File: src/design/plf_pkg.sv
// Shared types, codes and constants of the packet length filter.
package plf_pkg;

  // Lag queue sizing, copy cap, window defaults and register bus widths
  localparam int LAG_DEPTH_DEF   = 2048;
  localparam int KEEP_LIMIT      = 2000;
  localparam int MAX_COPIES      = 50;
  localparam logic [15:0] DEFAULT_MIN_LEN = 16'd64;
  localparam logic [15:0] DEFAULT_MAX_LEN = 16'd1500;
  localparam int CFG_ADDR_W      = 5;
  localparam int CFG_DATA_W      = 32;

  // Register indexes (byte address is four times the index)
  localparam logic [2:0] REG_DIR_EN    = 3'd0;
  localparam logic [2:0] REG_MIN_LEN   = 3'd1;
  localparam logic [2:0] REG_MAX_LEN   = 3'd2;
  localparam logic [2:0] REG_M_ACTION  = 3'd3;
  localparam logic [2:0] REG_U_ACTION  = 3'd4;
  localparam logic [2:0] REG_LAG_MS    = 3'd5;
  localparam logic [2:0] REG_M_COPIES  = 3'd6;
  localparam logic [2:0] REG_U_COPIES  = 3'd7;

  // Action codes
  typedef enum logic [2:0] {
    ACT_PASS  = 3'd0,
    ACT_DROP  = 3'd1,
    ACT_LAG   = 3'd2,
    ACT_DUP   = 3'd3,
    ACT_RESET = 3'd4,
    ACT_OOO   = 3'd5
  } action_t;

  // Operation codes of an input transaction
  typedef enum logic [1:0] {
    OP_PACKET = 2'd0,
    OP_POLL   = 2'd1,
    OP_FLUSH  = 2'd2
  } op_t;

  typedef struct packed {
    logic [1:0]  operation;
    logic [31:0] now_ms;
    logic [15:0] packet_handle;
    logic [15:0] packet_length;
    logic        is_outbound;
  } in_item_t;

  typedef struct packed {
    logic [15:0] out_handle;
    logic [15:0] out_length;
    logic        out_outbound;
    logic        is_copy;
    logic        from_lag;
    logic        last_of_run;
  } out_item_t;

  typedef struct packed {
    logic [1:0]  direction_enable;
    logic [15:0] min_length;
    logic [15:0] max_length;
    logic [2:0]  hit_action;
    logic [2:0]  miss_action;
    logic [13:0] lag_ms;
    logic [5:0]  matched_copies;
    logic [5:0]  unmatched_copies;
  } cfg_t;

endpackage

File: src/design/plf_regs.sv
// APB-style configuration register bank of the packet length filter.
module plf_regs (
  input  logic                            clk,
  input  logic                            rst_n,
  input  logic                            psel,
  input  logic                            penable,
  input  logic                            pwrite,
  input  logic [plf_pkg::CFG_ADDR_W-1:0]  paddr,
  input  logic [plf_pkg::CFG_DATA_W-1:0]  pwdata,
  output logic [plf_pkg::CFG_DATA_W-1:0]  prdata,
  output logic                            pready,
  output plf_pkg::cfg_t                   cfg
);

  plf_pkg::cfg_t cfg_r;
  logic [2:0]    reg_idx;
  logic          wr_en;

  assign pready  = 1'b1;
  assign reg_idx = paddr[4:2];
  assign wr_en   = psel && penable && pwrite && pready;
  assign cfg     = cfg_r;

  // Write registers on the access phase of a write transaction
  always_ff @(posedge clk) begin
    if (!rst_n) begin
      cfg_r.direction_enable <= 2'd3;
      cfg_r.min_length       <= plf_pkg::DEFAULT_MIN_LEN;
      cfg_r.max_length       <= plf_pkg::DEFAULT_MAX_LEN;
      cfg_r.hit_action       <= plf_pkg::ACT_DROP;
      cfg_r.miss_action      <= plf_pkg::ACT_PASS;
      cfg_r.lag_ms           <= 14'd50;
      cfg_r.matched_copies   <= 6'd2;
      cfg_r.unmatched_copies <= 6'd2;
    end else if (wr_en) begin
      unique case (reg_idx)
        plf_pkg::REG_DIR_EN:   cfg_r.direction_enable <= pwdata[1:0];
        plf_pkg::REG_MIN_LEN:  cfg_r.min_length       <= pwdata[15:0];
        plf_pkg::REG_MAX_LEN:  cfg_r.max_length       <= pwdata[15:0];
        plf_pkg::REG_M_ACTION: cfg_r.hit_action       <= pwdata[2:0];
        plf_pkg::REG_U_ACTION: cfg_r.miss_action      <= pwdata[2:0];
        plf_pkg::REG_LAG_MS:   cfg_r.lag_ms           <= pwdata[13:0];
        plf_pkg::REG_M_COPIES: cfg_r.matched_copies   <= pwdata[5:0];
        plf_pkg::REG_U_COPIES: cfg_r.unmatched_copies <= pwdata[5:0];
      endcase
    end
  end

  // Return the addressed register, zero-extended
  always_comb begin
    unique case (reg_idx)
      plf_pkg::REG_DIR_EN:   prdata = {30'd0, cfg_r.direction_enable};
      plf_pkg::REG_MIN_LEN:  prdata = {16'd0, cfg_r.min_length};
      plf_pkg::REG_MAX_LEN:  prdata = {16'd0, cfg_r.max_length};
      plf_pkg::REG_M_ACTION: prdata = {29'd0, cfg_r.hit_action};
      plf_pkg::REG_U_ACTION: prdata = {29'd0, cfg_r.miss_action};
      plf_pkg::REG_LAG_MS:   prdata = {18'd0, cfg_r.lag_ms};
      plf_pkg::REG_M_COPIES: prdata = {26'd0, cfg_r.matched_copies};
      plf_pkg::REG_U_COPIES: prdata = {26'd0, cfg_r.unmatched_copies};
    endcase
  end

endmodule

File: config.mk
export PLATFORM = sky130hd
export DESIGN_NAME = plf_regs
export DESIGN_NICKNAME = d
export VERILOG_FILES = /design/src/design/plf_pkg.sv /design/src/design/plf_regs.sv
export SDC_FILE = /design/constraint.sdc
export NUM_CORES = 1
export LEC_CHECK = 0
export BUFFER_PORTS_ARGS = -buffer_cell sky130_fd_sc_hd__buf_4
export CAP_MARGIN = 10
export CORE_UTILIZATION = 43
export CTS_CLUSTER_SIZE = 8
export DETAILED_ROUTE_END_ITERATION = 10
export PLACE_DENSITY = 0.78
export SYNTH_ARGS = -nofsm -noshare
export SYNTH_HDL_FRONTEND = slang
export SYNTH_SLANG_ARGS = --single-unit
File: constraint.sdc
create_clock -name clk -period 1.4 [get_ports clk]
set_input_delay 0.28 -clock clk [delete_from_list [all_inputs] [get_ports clk]]
set_output_delay 0.28 -clock clk [all_outputs]
set_load 0.005 [all_outputs]
==> results of run 1 <==
==> final cells by class <==
| type | count | area (um^2) | share of cell area |
|---|---|---|---|
| inverters | 10 | 37.54 | 0.007636 |
| clock inverters | 4 | 51.30 | 0.01044 |
| flip-flops and latches | 66 | 1339 | 0.2723 |
| clock buffers | 12 | 145.1 | 0.02952 |
| multi-input cells | 236 | 1831 | 0.3724 |
| repair buffers | 160 | 1389 | 0.2825 |
| well taps | 99 | 123.9 | 0.02520 |
==> cell families (layout without fill, tap and decap cells) <==
family,count (synthesis),count (layout)
compound gates,46,46
flops,66,66
buf+inv,50,186
simple gates,106,106
other cells,2,17
mux,67,67
==> final timing paths <==
kind                  start   endpoint  slack, ns  cells after the start
setup / recovery    cfg[65]  prdata[1]      -0.27                      4
hold / removal    pwdata[6]    cfg[18]       0.21                      3
setup reg to reg    cfg[13]    cfg[13]       0.65                      3
hold reg to reg     cfg[12]    cfg[12]       0.47                      2
==> synth_stat cells (all sizes together) <==
master	count
nand2	71
dfxtp	66
mux2i	62
buf	27
nor2b	15
clkbuf	13
o2bb2ai	11
a22oi	10
inv	10
nor2	10
o21ai	8
o311ai	7
a221o	3
mux4	3
or2	3
a221oi	2
conb	2
mux2	2
nand2b	2
a21oi	1
a2bb2oi	1
and2	1
nand3	1
nand4	1
nand4b	1
nor3b	1
o211ai	1
o22ai	1
o311a	1
==> metrics by stage <==
step | TNS, ns | hold slack [ns] | total power [W] | worst slack, ns
final | -1.996 | 0.2099 | 0.003983 | -0.2729
after global routing | -2.715 | 0.2119 | 0.004135 | -0.3600
after CTS | -1.972 | 0.1989 | 0.003970 | -0.3064
after detailed placement | -6.518 | 0.4668 | 0.002365 | -0.2579
after global placement | -5.012 | 0.4603 | 0.002356 | -0.2465
after floorplan | 0 | 0.4221 | 0.002185 | 0.009820
==> tightest hold or removal path, stage by stage <==
cell     delay, ns
buf_4         0.12
nand2_1       0.05
mux2i_1       0.05
==> timing repair <==
item / in CTS / in global routing
endpoints found under the hold margin: 0 / 0
cloned: 1 / 0
pin swaps: 18 / 3
endpoints found under the setup margin: 16 / 16
buffers inserted: 11 / 0
hold buffers: 0 / 0
resized for setup: 53 / 15
==> report_power, final <==
| part | leakage, nW | internal (W) | switching, W |
|---|---|---|---|
| Combinational | 1.52 | 0.000249 | 0.000254 |
| Clock | 0.0966 | 0.000873 | 0.000701 |
| Sequential | 0.539 | 0.00189 | 0.0000136 |
==> per-layer routing <==
metal | up-vias | routed length (um)
li1 | 1439 | -
met1 | 1499 | 4099
met2 | 97 | 4958
met3 | 17 | 343
met4 | 0 | 225
met5 | - | 0
==> results, run 1 <==
- By area, the combinational part of the netlist is dominated by multiplexers.
- The first detailed-routing pass ran for 4 iterations.
- The number of buffers created by CTS is 9.
- After clock tree synthesis, the clock-pin slew on the worst setup and hold paths is about 0.070 ns.
- The detailed placer's ending HPWL is approximately 6600 um.
- The routed wire length is ~9600 um.
- At the end of the flow, the number of nets in the layout was roughly 530.
- The final number of hold-violating endpoints is 0.
- The average instance in the mapped netlist occupies approximately 9.5 um^2.
- The routed layout has about 3,100 vias.
- Of the synthesized area, sequential elements account for 0.4146.
- After detailed placement, the design holds a cell count of 559.
- The full die area is around 7800 um^2.
- The global-route congestion overflow total is 0.
- The count of pins on the block boundary is between 100 and 150.
- The smallest clock period supported by the final layout is computed as between 1.5 and 2 ns.
- STA classifies the critical path endpoint as an output pin.
- Setup violations remaining at the end of the flow were counted as 16.
- The worst stage delay on the critical path is ~0.43 ns.
- The portion of synthesized cell area occupied by the leading cell type is 0.4146.
- The number of vias per cell after detailed routing is roughly 5.2.
- The post-route fraction of the period consumed by the critical path is 1.195.
- The flow ran to the end, but the final reports show violations.
- The slowest stage of the critical path is the dfxtp_1 cell.
- Of the cells placed in the final design, the portion with a size suffix greater than 1 is 0.4549.
- The leading cell type in the layout, fill and taps excluded is buf_4.
- The highest fanout seen on the critical path is 4.
- The library cells used most frequently in the layout, excluding fill and tap cells, are buf_4 (136), nand2_1 (71), mux2i_1 (62).
- Counting both buffers and inverters, the worst setup path holds a total of 1.
- The tree built by TritonCTS fans out to 66 sinks.
- The number of antenna violations at the first check in global routing was 0.
- The number of buffers added on ports is between 100 and 150.
- STA classifies the critical path startpoint as a flip-flop.
- The gate family responsible for the most delay along the worst path is flip-flops.
- For met2 alone, demand over resource in global routing was 0.4285.
- The placeable core region is ~7000 um^2.
- The fraction of synthesized cell area in xor and xnor cells is 0.
- The initial utilization of the core area, before any placement, comes to 0.4417.
- The initial detailed-routing violation count is roughly 130.
- The number of synthesized register bits is 66.
- Synthesis produced 337 cells.
- Fill cells in the final layout number roughly 560.
- 0 antenna diodes ended up in the layout.
- The placed instances occupy a cell area of about 4300 um^2.
- Across the routed clock network, the largest skew measured is 0 ns.
- Dividing total power by cell area gives a power density of roughly 810 nW/um^2.
- The worst-skew pair later-pin latency is 0.33 ns.
- The fmax is about 0.60 GHz.
- After synthesis, the netlist uses 35 different library cells.
- Of the total synthesized cell area, the portion taken by AND, OR, NAND and NOR gates is 0.1567.
- The tree is rooted in a clkbuf_8.
- TritonCTS built the clock tree.
- After layout, the worst setup slack is -0.2729 ns.
- The met3 track demand over resource in global routing is 0.03959.
- At the worst endpoint, the required time is between 1 and 1.5 ns.
- The deepest clock path buffer count is 2.
- The final cell area excluding filler cells is between 4000 and 5000 um^2.
- Across every metal layer, demand over resource in global routing totals 0.2526.
- The type of the setup path with the least slack is flip-flop to output pin.
- Data arrives at the worst endpoint at 1.39 ns.
- The min-delay analysis places its worst path in the category input port to flip-flop.
- By area the synthesized netlist is led by dfxtp_1 (41%), mux2i_1 (19%), nand2_1 (8.4%), buf_4 (4.2%), o2bb2ai_1 (3.0%).
- The first-pass GRT wire length is approximately 15,000 um.
- The flip-flop count of the largest register, all copies and words added is between 60 and 70.
- In this run the number of H-tree levels came out at 3.
- The vertical extent of the die is between 80 and 90 um.
- The floorplan has 31 rows.
- IR analysis of the VDD net gives a maximum drop of ~0.00059 V.
- The final weighted congestion in routability-driven placement is around 0.83.
- The via count of the first global-routing pass is about 3,000.
- The cell type contributing the most total cell area after synthesis is dfxtp_1.
- Entering global routing, the biggest net connects 43 pins.
- The floorplan step set the die width to approximately 88 um.
- Measured against the total synthesized area, the mux share comes to 0.2230.
- Across the run, the number of max-cap violations was 0.
- Setup repair after global routing could not meet its margin everywhere.
- The compound-gate portion of the synthesized area is 0.1123.
- Relative to the synthesized area, the layout overhead comes to 54.26%.
- For this run, design rule violations remaining after detail routing come to 0.
- The static leakage power is between 2 and 2.5 nW.
- The end-of-flow core utilization is 0.6814.
- The final non-filler cell total is roughly 590.
- The mean routed wirelength per cell is ~16 um.
- Traced cell by cell, the critical path runs through nor2_1 > o311a_1 > o22ai_1 > buf_4.
- The final reports fail on setup timing.
- The total count of max-transition violations in the final report is 0.
- The share of synthesized cell area in full adder, half adder and majority cells is 0.
- Once detail routing completed, the nets flagged for antenna violations numbered 0.
- The global routing's busiest layer is met2.
- Yosys printed 0 warnings.
- For met1 alone, demand over resource in global routing was 0.3116.
- The synthesized netlist occupies a cell area of 3187 um^2.
(Power assumes the default switching activity.)
==> run 2, diff against run 1 <==
Settings changed: ABC_AREA set to 1, CORE_UTILIZATION 43 to 42, PLACE_DENSITY 0.78 to 0.77.
==> run 2 against run 1 <==
Compared with the run above: the run still ends with setup timing left; largest cell class unchanged; worst hold slack got worse by 0.038 ns; critical path type unchanged; highest routed layer unchanged; global-route usage fell by 0.055 points; core utilization fell by 1.5 points.
==> results, run 2 <==
- The run finished, with violations left.
- The final reports fail on setup timing.
- The type of the setup path with the least slack is flip-flop to output pin.
- The maximum number of pins on one net before global-route repair is 67 (+56%).
- The initial detailed-routing violation count was 195 (+49%).
- The flip-flop count of the largest register, all copies and words added is 66 (unchanged).
- The via count is 3,406 (+12%).
- The fmax came to 0.6969 GHz (+17%).
- The signal on the critical path passes through nand4_1 > nand2_1 > nor2_1 > nand3_1 > buf_4.
- The total global-route track usage is 0.2520 (-0.0005489).
- The number of nets at the end of the flow is 627 (+19%).
- dfxtp_1 takes more of the synthesized area than any other cell.
- The post-route DRC violation count is 0 (unchanged).
- Setup repair after global routing could not meet its margin everywhere.
- The via count of the first global-routing pass was 3,190 (+5.6%).
- The number of antenna violations at the first check in global routing is 0 (unchanged).
- The number of buffers added on ports is 105 (unchanged).
- The portion of the post-synthesis area used by sequential elements is 0.4251 (+0.01052).
- TritonCTS built the clock tree.
- The worst-skew pair later-pin latency was 0.34 ns (about the same).
- The clock skew after layout is 0 ns (unchanged).
- The worst setup path is launched from a flip-flop.
- The library cells used most frequently in the layout, excluding fill and tap cells, are buf_4 (134), nor2_1 (109), nand2_1 (70).
- The final non-filler cell total is 686 (+17%).
- The total count of max-transition violations in the final report is 0 (unchanged).
- The number of enable-type register cells in the synthesized netlist is 0 (unchanged).
- The vertical extent of the die is 88.02 um (about the same).
- The async set or reset register ratio after synthesis came to 0 (unchanged).
- The data required time of the critical path is 1.12 ns (about the same).
- The placed cell count is 650 (+16%).
- The critical path buffer and inverter count is 1 (unchanged).
- The fraction of synthesized cell area in xor and xnor cells is 0 (unchanged).
- The static leakage power is 2.330 nW (+8.1%).
- The library cell used most frequently in the layout, excluding fill and tap cells, is buf_4.
- The first-pass GRT wire length is 15,090 um (+2.1%).
- The number of maximum-capacitance constraint violations came to 0 (unchanged).
- The starting density of the core is 0.4452 (+0.003434).
- The antenna diode instance count is 0 (unchanged).
- The number of instances in the synthesized netlist came to 442 (+31%).
- The dominant register cell in the synthesized netlist is dfxtp_1.
- The routed wire length is 9755 um (+1.3%).
- After synthesis, the largest family of logic cells by area is simple AND/OR/NAND/NOR gates.
- The worst supply voltage drop on vdd is 0.0005058 V (-15%).
- The tightest min-delay check is of the input port to flip-flop type.
- The tree is rooted in a clkbuf_8.
- The full die area came to 7748 um^2 (-0.16%).
- The hold buffer count at CTS came to 0 (unchanged).
- The summed instance area of the synthesized netlist was 3108 um^2 (-2.5%).
- The number of vias per cell after detailed routing is 4.965 (-4.5%).
- The commonest cells after synthesis are nor2_1 (116), nand2_1 (82), dfxtp_1 (66).
- The final number of hold-violating endpoints came to 0 (unchanged).
- The portion of synthesized cell area occupied by the leading cell type is 0.4251 (+0.01052).
- The share of cell area taken by muxes after synthesis is 0 (-0.2230).
- The count of pins on the block boundary is 141 (unchanged).
- The compound-gate portion of the synthesized area was 0.09903 (-0.01326).
- The detailed placer's ending HPWL is 6369 um (-3.5%).
- The CTS clock-pin slew for the worst setup and hold paths is 0.07 ns (about the same).
- The number of warnings issued by yosys is 0 (unchanged).
- The slowest cell on the critical path is dfxtp_2.
- The arrival time at the worst endpoint is 1.15 ns (-0.24 ns).
- The synthesized-area fraction occupied by and/or/nand/nor cells came to 0.3567 (+0.2000).
- After synthesis, the cell types taking the most area are dfxtp_1 (43%), nor2_1 (14%), nand2_1 (9.9%), o21ai_0 (8.2%), nand3_1 (4.8%).
- The kind of capture point of the worst setup path is an output pin.
- The number of H-tree levels is 3 (unchanged).
- The final-layout fill cell count is 594 (+6.6%).
- Compared with the post-synthesis result, the final layout area differs by 49.80%.
- The gate family responsible for the most delay along the worst path is flip-flops.
- The mean routed wirelength per cell was 14.22 um (-13%).
- The total of endpoints with negative setup slack in the final report is 4 (-12).
- The placeable core region came to 6982 um^2 (-3.2%).
- The post-route antenna net violation count came to 0 (unchanged).
- The average instance area after synthesis is 7.032 um^2 (-26%).
- The worst hold slack came to 0.1718 ns (-0.03813 ns).
- The share of synthesized cell area in full adder, half adder and majority cells is 0 (unchanged).
- The global-route congestion overflow total is 0 (unchanged).
- The worst stage delay on the critical path is 0.34 ns (-0.09 ns).
- The final weighted congestion in routability-driven placement was 0.8425 (+0.96%).
- The number of distinct library cell variants in the gate-level netlist after synthesis is 22 (-37%).
- The number of iterations in the first detailed-routing pass is 4 (unchanged).
- The post-route fraction of the period consumed by the critical path came to 1.025 (-0.1700).
- The shortest period the worst path allows came to 1.435 ns (-0.2380 ns).
- The highest fanout seen on the critical path is 3 (-1).
- The die boundary width is 88.02 um (about the same).
- The placement row count is 30 (-3.2%).
- The number of buffers created by CTS is 9 (unchanged).
- The cell area power density was 819.7 nW/um^2 (+1.2%).
- The number of clock sinks was 66 (unchanged).
- The ratio of cells with drive above 1 in the final layout is 0.4220 (-0.03288).
- The worst setup margin was -0.03489 ns (+0.2380 ns).
- The number of synthesized register bits is 66 (unchanged).
- By instance count, the leading cell after synthesis is nor2_1.
- The deepest clock path buffer count came to 2 (unchanged).
## run 2: cell types whose count changed in the layout (fill, tap and decap cells not counted), sizes merged, moves of 11 or more
cell and delta:
nor2 +112, mux2i -62, o21ai +43, nand3 +33
inv +15, nor2b -15, nand2 +13, o2bb2ai -11
## run 2: final timing paths
kind / slack (ns) / depth (start not counted) / end / startpoint
worst max-delay path: -0.03 / 5 / prdata[0] / cfg[0]
worst min-delay path: 0.17 / 3 / cfg[47] / pwdata[15]
worst max register to register: 0.60 / 3 / cfg[28] / cfg[28]
worst min register to register: 0.49 / 2 / cfg[35] / cfg[35]
## run 2: cell type report
class	count	area, um^2	area share
Multi-Input combinational cell	329	1625	0.3491
Sequential cell	66	1346	0.2892
Timing Repair Buffer	154	1290	0.2771
Clock buffer	9	123.9	0.02661
Tap cell	96	120.1	0.02580
Inverter	25	103.9	0.02231
Clock inverter	7	46.29	0.009944
## run 2: kinds of logic after synthesis
logic type             Yosys count
flip-flops                      66
other                            2
buffers and inverters           62
AO/OA/AOI/OAI                   60
AND/OR/NAND/NOR                252
## run 2: what timing repair did
action / 4_1_cts / 5_1_grt
gates cloned: 1 / 0
setup endpoints to repair: 16 / 14
pin swaps: 20 / 21
buffers inserted: 10 / 9
endpoints found under the hold margin: 0 / 0
resized for setup: 37 / 55
## run 2: worst min-delay path, stage by stage
cell and delay [ns]:
buf_4 0.08, nor2_1 0.03, nor2_1 0.08
## run 2: report_power, final
part           switching, W  total (W)  internal, W  leakage (nW)
clock network      0.000782    0.00142     0.000634        0.0810
registers         0.0000206    0.00192      0.00190         0.540
logic              0.000250   0.000478     0.000228          1.71
## run 2: per-layer routing
layer	up-vias	track usage	wire length (um)
li1	1659	-	-
met1	1553	0.3046	3927
met5	-	0	0
met2	172	0.4264	4796
met4	0	0.1100	180
met3	22	0.06126	851
## run 2: per-stage QoR
| stage | power (W) | setup WS [ns] | TNS [ns] | instance area [um^2] | utilization |
|---|---|---|---|---|---|
| 6_report | 0.003816 | -0.03489 | -0.06001 | 4656 | 0.6668 |
| 5_1_grt | 0.003948 | -0.09758 | -0.4366 | 4656 | 0.6668 |
| 3_5_place_dp | 0.002358 | -0.07956 | -0.7324 | 4061 | 0.5817 |
| 4_1_cts | 0.003774 | -0.04135 | -0.1188 | 4432 | 0.6348 |
| 2_1_floorplan | 0.002170 | 0.09456 | 0 | 3164 | - |
| 3_3_place_gp | 0.002351 | -0.07038 | -0.6418 | 4061 | 0.5817 |
